File: src/sv/sfgr_pkg.sv
package sfgr_pkg;

  localparam int SCREEN_WIDTH  = 240;
  localparam int SCREEN_HEIGHT = 240;

  localparam logic [7:0] FirstCode = 8'h20;
  localparam logic [7:0] LastCode  = 8'h7E;
  localparam logic [7:0] MaxScale  = 8'd3;
  localparam logic [2:0] LastCol   = 3'd4;
  localparam logic [2:0] LastRow   = 3'd7;

  typedef enum logic [1:0] {
    ST_IDLE,
    ST_FORE,
    ST_BACK,
    ST_FLUSH
  } walk_state_e;

  typedef struct packed {
    logic [7:0]  x;
    logic [7:0]  y;
    logic [1:0]  w;
    logic [1:0]  h;
    logic [15:0] color;
  } rect_t;

  typedef struct packed {
    logic  on_screen;
    rect_t rect;
  } clip_t;

  // columns 0..4 from the msb down, bit r of a column byte is row r
  function automatic logic [39:0] glyph_bits(input logic [6:0] idx);
    logic [39:0] g;
    case (idx)
      7'd0:  g = 40'h0000000000;
      7'd1:  g = 40'h00005F0000;
      7'd2:  g = 40'h0007000700;
      7'd3:  g = 40'h147F147F14;
      7'd4:  g = 40'h242A7F2A12;
      7'd5:  g = 40'h2313086462;
      7'd6:  g = 40'h3649552250;
      7'd7:  g = 40'h0005030000;
      7'd8:  g = 40'h001C224100;
      7'd9:  g = 40'h0041221C00;
      7'd10: g = 40'h082A1C2A08;
      7'd11: g = 40'h08083E0808;
      7'd12: g = 40'h0050300000;
      7'd13: g = 40'h0808080808;
      7'd14: g = 40'h0060600000;
      7'd15: g = 40'h2010080402;
      7'd16: g = 40'h3E5149453E;
      7'd17: g = 40'h00427F4000;
      7'd18: g = 40'h4261514946;
      7'd19: g = 40'h2141454B31;
      7'd20: g = 40'h1814127F10;
      7'd21: g = 40'h2745454539;
      7'd22: g = 40'h3C4A494930;
      7'd23: g = 40'h0171090503;
      7'd24: g = 40'h3649494936;
      7'd25: g = 40'h064949291E;
      7'd26: g = 40'h0036360000;
      7'd27: g = 40'h0056360000;
      7'd28: g = 40'h0008142241;
      7'd29: g = 40'h1414141414;
      7'd30: g = 40'h4122140800;
      7'd31: g = 40'h0201510906;
      7'd32: g = 40'h324979413E;
      7'd33: g = 40'h7E1111117E;
      7'd34: g = 40'h7F49494936;
      7'd35: g = 40'h3E41414122;
      7'd36: g = 40'h7F4141221C;
      7'd37: g = 40'h7F49494941;
      7'd38: g = 40'h7F09090101;
      7'd39: g = 40'h3E41415132;
      7'd40: g = 40'h7F0808087F;
      7'd41: g = 40'h00417F4100;
      7'd42: g = 40'h2040413F01;
      7'd43: g = 40'h7F08142241;
      7'd44: g = 40'h7F40404040;
      7'd45: g = 40'h7F0204027F;
      7'd46: g = 40'h7F0408107F;
      7'd47: g = 40'h3E4141413E;
      7'd48: g = 40'h7F09090906;
      7'd49: g = 40'h3E4151215E;
      7'd50: g = 40'h7F09192946;
      7'd51: g = 40'h4649494931;
      7'd52: g = 40'h01017F0101;
      7'd53: g = 40'h3F4040403F;
      7'd54: g = 40'h1F2040201F;
      7'd55: g = 40'h7F2018207F;
      7'd56: g = 40'h6314081463;
      7'd57: g = 40'h0304780403;
      7'd58: g = 40'h6151494543;
      7'd59: g = 40'h00007F4141;
      7'd60: g = 40'h0204081020;
      7'd61: g = 40'h41417F0000;
      7'd62: g = 40'h0402010204;
      7'd63: g = 40'h4040404040;
      7'd64: g = 40'h0001020400;
      7'd65: g = 40'h2054545478;
      7'd66: g = 40'h7F48444438;
      7'd67: g = 40'h3844444420;
      7'd68: g = 40'h384444487F;
      7'd69: g = 40'h3854545418;
      7'd70: g = 40'h087E090102;
      7'd71: g = 40'h081454543C;
      7'd72: g = 40'h7F08040478;
      7'd73: g = 40'h00447D4000;
      7'd74: g = 40'h2040443D00;
      7'd75: g = 40'h007F102844;
      7'd76: g = 40'h00417F4000;
      7'd77: g = 40'h7C04180478;
      7'd78: g = 40'h7C08040478;
      7'd79: g = 40'h3844444438;
      7'd80: g = 40'h7C14141408;
      7'd81: g = 40'h081414187C;
      7'd82: g = 40'h7C08040408;
      7'd83: g = 40'h4854545420;
      7'd84: g = 40'h043F444020;
      7'd85: g = 40'h3C4040207C;
      7'd86: g = 40'h1C2040201C;
      7'd87: g = 40'h3C4030403C;
      7'd88: g = 40'h4428102844;
      7'd89: g = 40'h0C5050503C;
      7'd90: g = 40'h4464544C44;
      7'd91: g = 40'h0008364100;
      7'd92: g = 40'h00007F0000;
      7'd93: g = 40'h0041360800;
      7'd94: g = 40'h08082A1C08;
      default: g = 40'h0000000000;
    endcase
    return g;
  endfunction

endpackage

File: src/sv/sfgr_clip.sv
module sfgr_clip (
  input  logic [15:0]          x_i,
  input  logic [15:0]          y_i,
  input  logic [1:0]           side_i,
  input  logic [15:0]          color_i,
  output sfgr_pkg::clip_t      clip_o
);
  import sfgr_pkg::*;

  localparam logic [15:0] ScreenW = 16'(SCREEN_WIDTH);
  localparam logic [15:0] ScreenH = 16'(SCREEN_HEIGHT);

  logic [15:0] room_x;
  logic [15:0] room_y;
  logic [15:0] side_wide;

  assign side_wide = {14'd0, side_i};
  assign room_x    = ScreenW - x_i;
  assign room_y    = ScreenH - y_i;

  always_comb begin
    clip_o.on_screen  = (x_i < ScreenW) && (y_i < ScreenH);
    clip_o.rect.x     = x_i[7:0];
    clip_o.rect.y     = y_i[7:0];
    // cut the square where it runs past the right or bottom edge
    clip_o.rect.w     = (room_x < side_wide) ? room_x[1:0] : side_i;
    clip_o.rect.h     = (room_y < side_wide) ? room_y[1:0] : side_i;
    clip_o.rect.color = color_i;
  end

endmodule

File: config.mk
export PLATFORM = sky130hd
export DESIGN_NAME = sfgr_clip
export DESIGN_NICKNAME = d
export VERILOG_FILES = /design/src/sv/sfgr_pkg.sv /design/src/sv/sfgr_clip.sv
export SDC_FILE = /design/constraint.sdc
export NUM_CORES = 1
export LEC_CHECK = 0
export BUFFER_PORTS_ARGS = -buffer_cell sky130_fd_sc_hd__buf_2
export CORE_AREA = 4 4 54 51
export DETAILED_ROUTE_END_ITERATION = 6
export DIE_AREA = 0 0 58 55
export PLACE_DENSITY = 0.83
export SLEW_MARGIN = 20
export SYNTH_ARGS = -nofsm -noshare
export SYNTH_HDL_FRONTEND = slang
export SYNTH_SLANG_ARGS = --single-unit
File: constraint.sdc
create_clock -name vclk -period 4
set_input_delay 0.2 -clock vclk [all_inputs]
set_output_delay 0.2 -clock vclk [all_outputs]
set_load 0.1 [all_outputs]
==> flow_metrics.env <==
export IMPL_period_share_pct=66.85
export IMPL_nNetsFinal=204
export IMPL_critPathRequiredTime_ns=3.80
export IMPL_cp_start_kind="input port"
export IMPL_mostFrequentLayoutCells="buf_2 (55), inv_1 (9), nor2_1 (8)"
export IMPL_maxSlewHeadroom_pct=63.71
export IMPL_min_period_ns=2.674
export IMPL_die_w_um=58
export IMPL_crit_path_cell_trace="buf_2, or4_4, nand2b_4, or4_1, a31oi_1, nand4_1, mux2_2, buf_2"
export IMPL_ant_nets=0
export IMPL_synth_net_count=179
export IMPL_design_seq_count=0
export IMPL_hold_viol=0
export IMPL_tightest_slew_ns=0.5394
export IMPL_postSynthAreaPerCell_um2=6.927
export IMPL_critPathKind="input port to primary output"
export IMPL_numPortBuffers=55
export IMPL_postCtsHoldBufs=0
export IMPL_netlist_cell_type_count=39
export IMPL_maxCapViolations=0
export IMPL_crit_slowest_cell="or4_4"
export IMPL_dpl_cell_area_um2=934.6
export IMPL_io_pins=87
export IMPL_grt_max_degree=7
export IMPL_rows=16
export IMPL_placed_cells=175
export IMPL_grt_pass1_wl_um=3160
export IMPL_final_common_cell="buf_2"
export IMPL_core_area_um2=2162
export IMPL_antenna_cells=0
export IMPL_path_common_cell="buf_2"
export IMPL_setup_violations=0
export IMPL_grt_overflow_total=0
export IMPL_die_height_um=55
export IMPL_route_detailed_wl_per_inst_um=12.09
export IMPL_postCtsSetupRepairBufs=0
export IMPL_leakage_uw=0.0004645
export IMPL_yosysSeqAreaShare_pct=0
export IMPL_netlist_area_um2=865.8
export IMPL_tns_ns=0
export IMPL_antenna_found_initial=0
export IMPL_max_freq_mhz=373.9
export IMPL_routed_via_density=5.326
export IMPL_hold_path_class="input port to primary output"
export IMPL_hpwl_um=1865
export IMPL_peakVddDrop_mv=0.1108
export IMPL_drt_iter0_drc=28
export IMPL_syn_inst=125
export IMPL_rsz0062_at_grt="no"
export IMPL_wl_um=2116
export IMPL_vias=932
export IMPL_regArea_um2=0
export IMPL_slew_viol_final=0
export IMPL_clkbuf_count=0
export IMPL_endpoint_kind="primary output"
export IMPL_grt_usage_pct=11.87
export IMPL_ys_warn_count=0
export IMPL_grt_pass1_vias=753
export IMPL_critPathBufInv=2
export IMPL_cp_max_fo=5
export IMPL_initial_core_util_pct=40.05
export IMPL_post_route_drc_count=0
export IMPL_die_area_um2=3190
export IMPL_cp_top_family="simple AND/OR/NAND/NOR gates"
export IMPL_holdWs_ns=0.4000
export IMPL_power_density_nw_per_um2=165.4
export IMPL_arrival_ns=2.47
export IMPL_final_layout_size_suffix_gt1_share_pct=41.89
export IMPL_status="completed"
export IMPL_fillers=245
export IMPL_drt_first_pass_iters=4
export IMPL_fin_area_um2=934.6
export IMPL_synthToLayoutAreaGrowth_pct=7.948
export IMPL_cpPeakStageDelay_ns=0.56
export IMPL_gp_congestion=0.9105
export IMPL_cts_resized=0
export IMPL_layout_cells_non_filler=175
export IMPL_multi_input_area_um2=591.8
## report_power, final
group | internal (uW) | switching [uW] | total [uW]
Combinational | 38.1 | 117 | 155
Sequential | 0 | 0 | 0
Clock | 0 | 0 | 0
Total | 38.1 | 117 | 155
## final cells by class
type / instances / share of cell area, %
multi-input combinational: 84 / 63.32
inverter: 9 / 3.614
tap: 27 / 3.614
timing repair buffer: 55 / 29.45
## Yosys cell counts
cell	n	area (um2)
a31oi_1	3	18.77
o311ai_0	1	8.760
o32a_1	1	10.01
nand3b_1	3	22.52
o2111a_1	1	11.26
a211oi_1	1	7.510
or3_1	2	12.51
or4_1	1	7.510
nand4_1	4	25.02
o21ai_0	5	25.02
a21o_2	1	8.760
nand2_1	2	7.510
inv_1	9	33.78
nand2b_1	2	12.51
xor2_1	2	17.52
mux2i_1	2	20.02
o211ai_1	2	15.01
mux2_2	2	22.52
and3_1	1	6.260
or4_4	1	11.26
nor3_1	4	20.02
nor3b_1	4	30.03
nor4bb_1	1	10.01
a31o_2	1	8.760
a22oi_1	1	7.510
buf_4	32	240.2
a2bb2oi_1	1	8.760
ha_1	4	50.05
o2bb2ai_1	1	8.760
nand3_1	4	20.02
o31ai_1	3	22.52
nand4b_1	2	17.52
nor2_1	8	30.03
nor4_1	3	18.77
o22a_1	1	8.760
and3b_2	1	10.01
and2_1	1	6.260
nand2b_4	1	13.76
a21oi_1	6	30.03
## cell families (layout without fill, tap and decap cells)
| group | count (synthesis) | count (layout) | share of synthesized area, % |
|---|---|---|---|
| muxes | 4 | 4 | 4.913 |
| buffers and inverters | 41 | 64 | 31.65 |
| adders and majority gates | 4 | 4 | 5.781 |
| xor gates and xnor gates | 2 | 2 | 2.023 |
| AOI/OAI and AO/OA | 29 | 29 | 23.12 |
| and+or+nand+nor | 45 | 45 | 32.52 |
## metrics by stage
step	power (uW)	worst slack (ns)	util, %
floorplan	199.3	0.6795	-
global placement	154.1	1.320	43.23
detailed placement	154.9	1.326	43.23
CTS	155.2	1.325	43.23
global route	165.2	1.168	43.23
finish	154.6	1.326	43.23
## worst paths after layout
path	end	cells after the start	from	slack, ns
worst max-delay path	clip_o[17]	8	y_i[10]	1.33
worst min-delay path	clip_o[0]	0	color_i[0]	0.40
## layer usage
metal | up-vias | track usage [%] | wire length, um
met2 | 33 | 20.86 | 1017
met4 | 0 | 3.475 | 38
met3 | 12 | 0.9281 | 171
met5 | - | 0 | 0
met1 | 403 | 15.65 | 889
li1 | 484 | - | -
(Power assumes the default switching activity.)
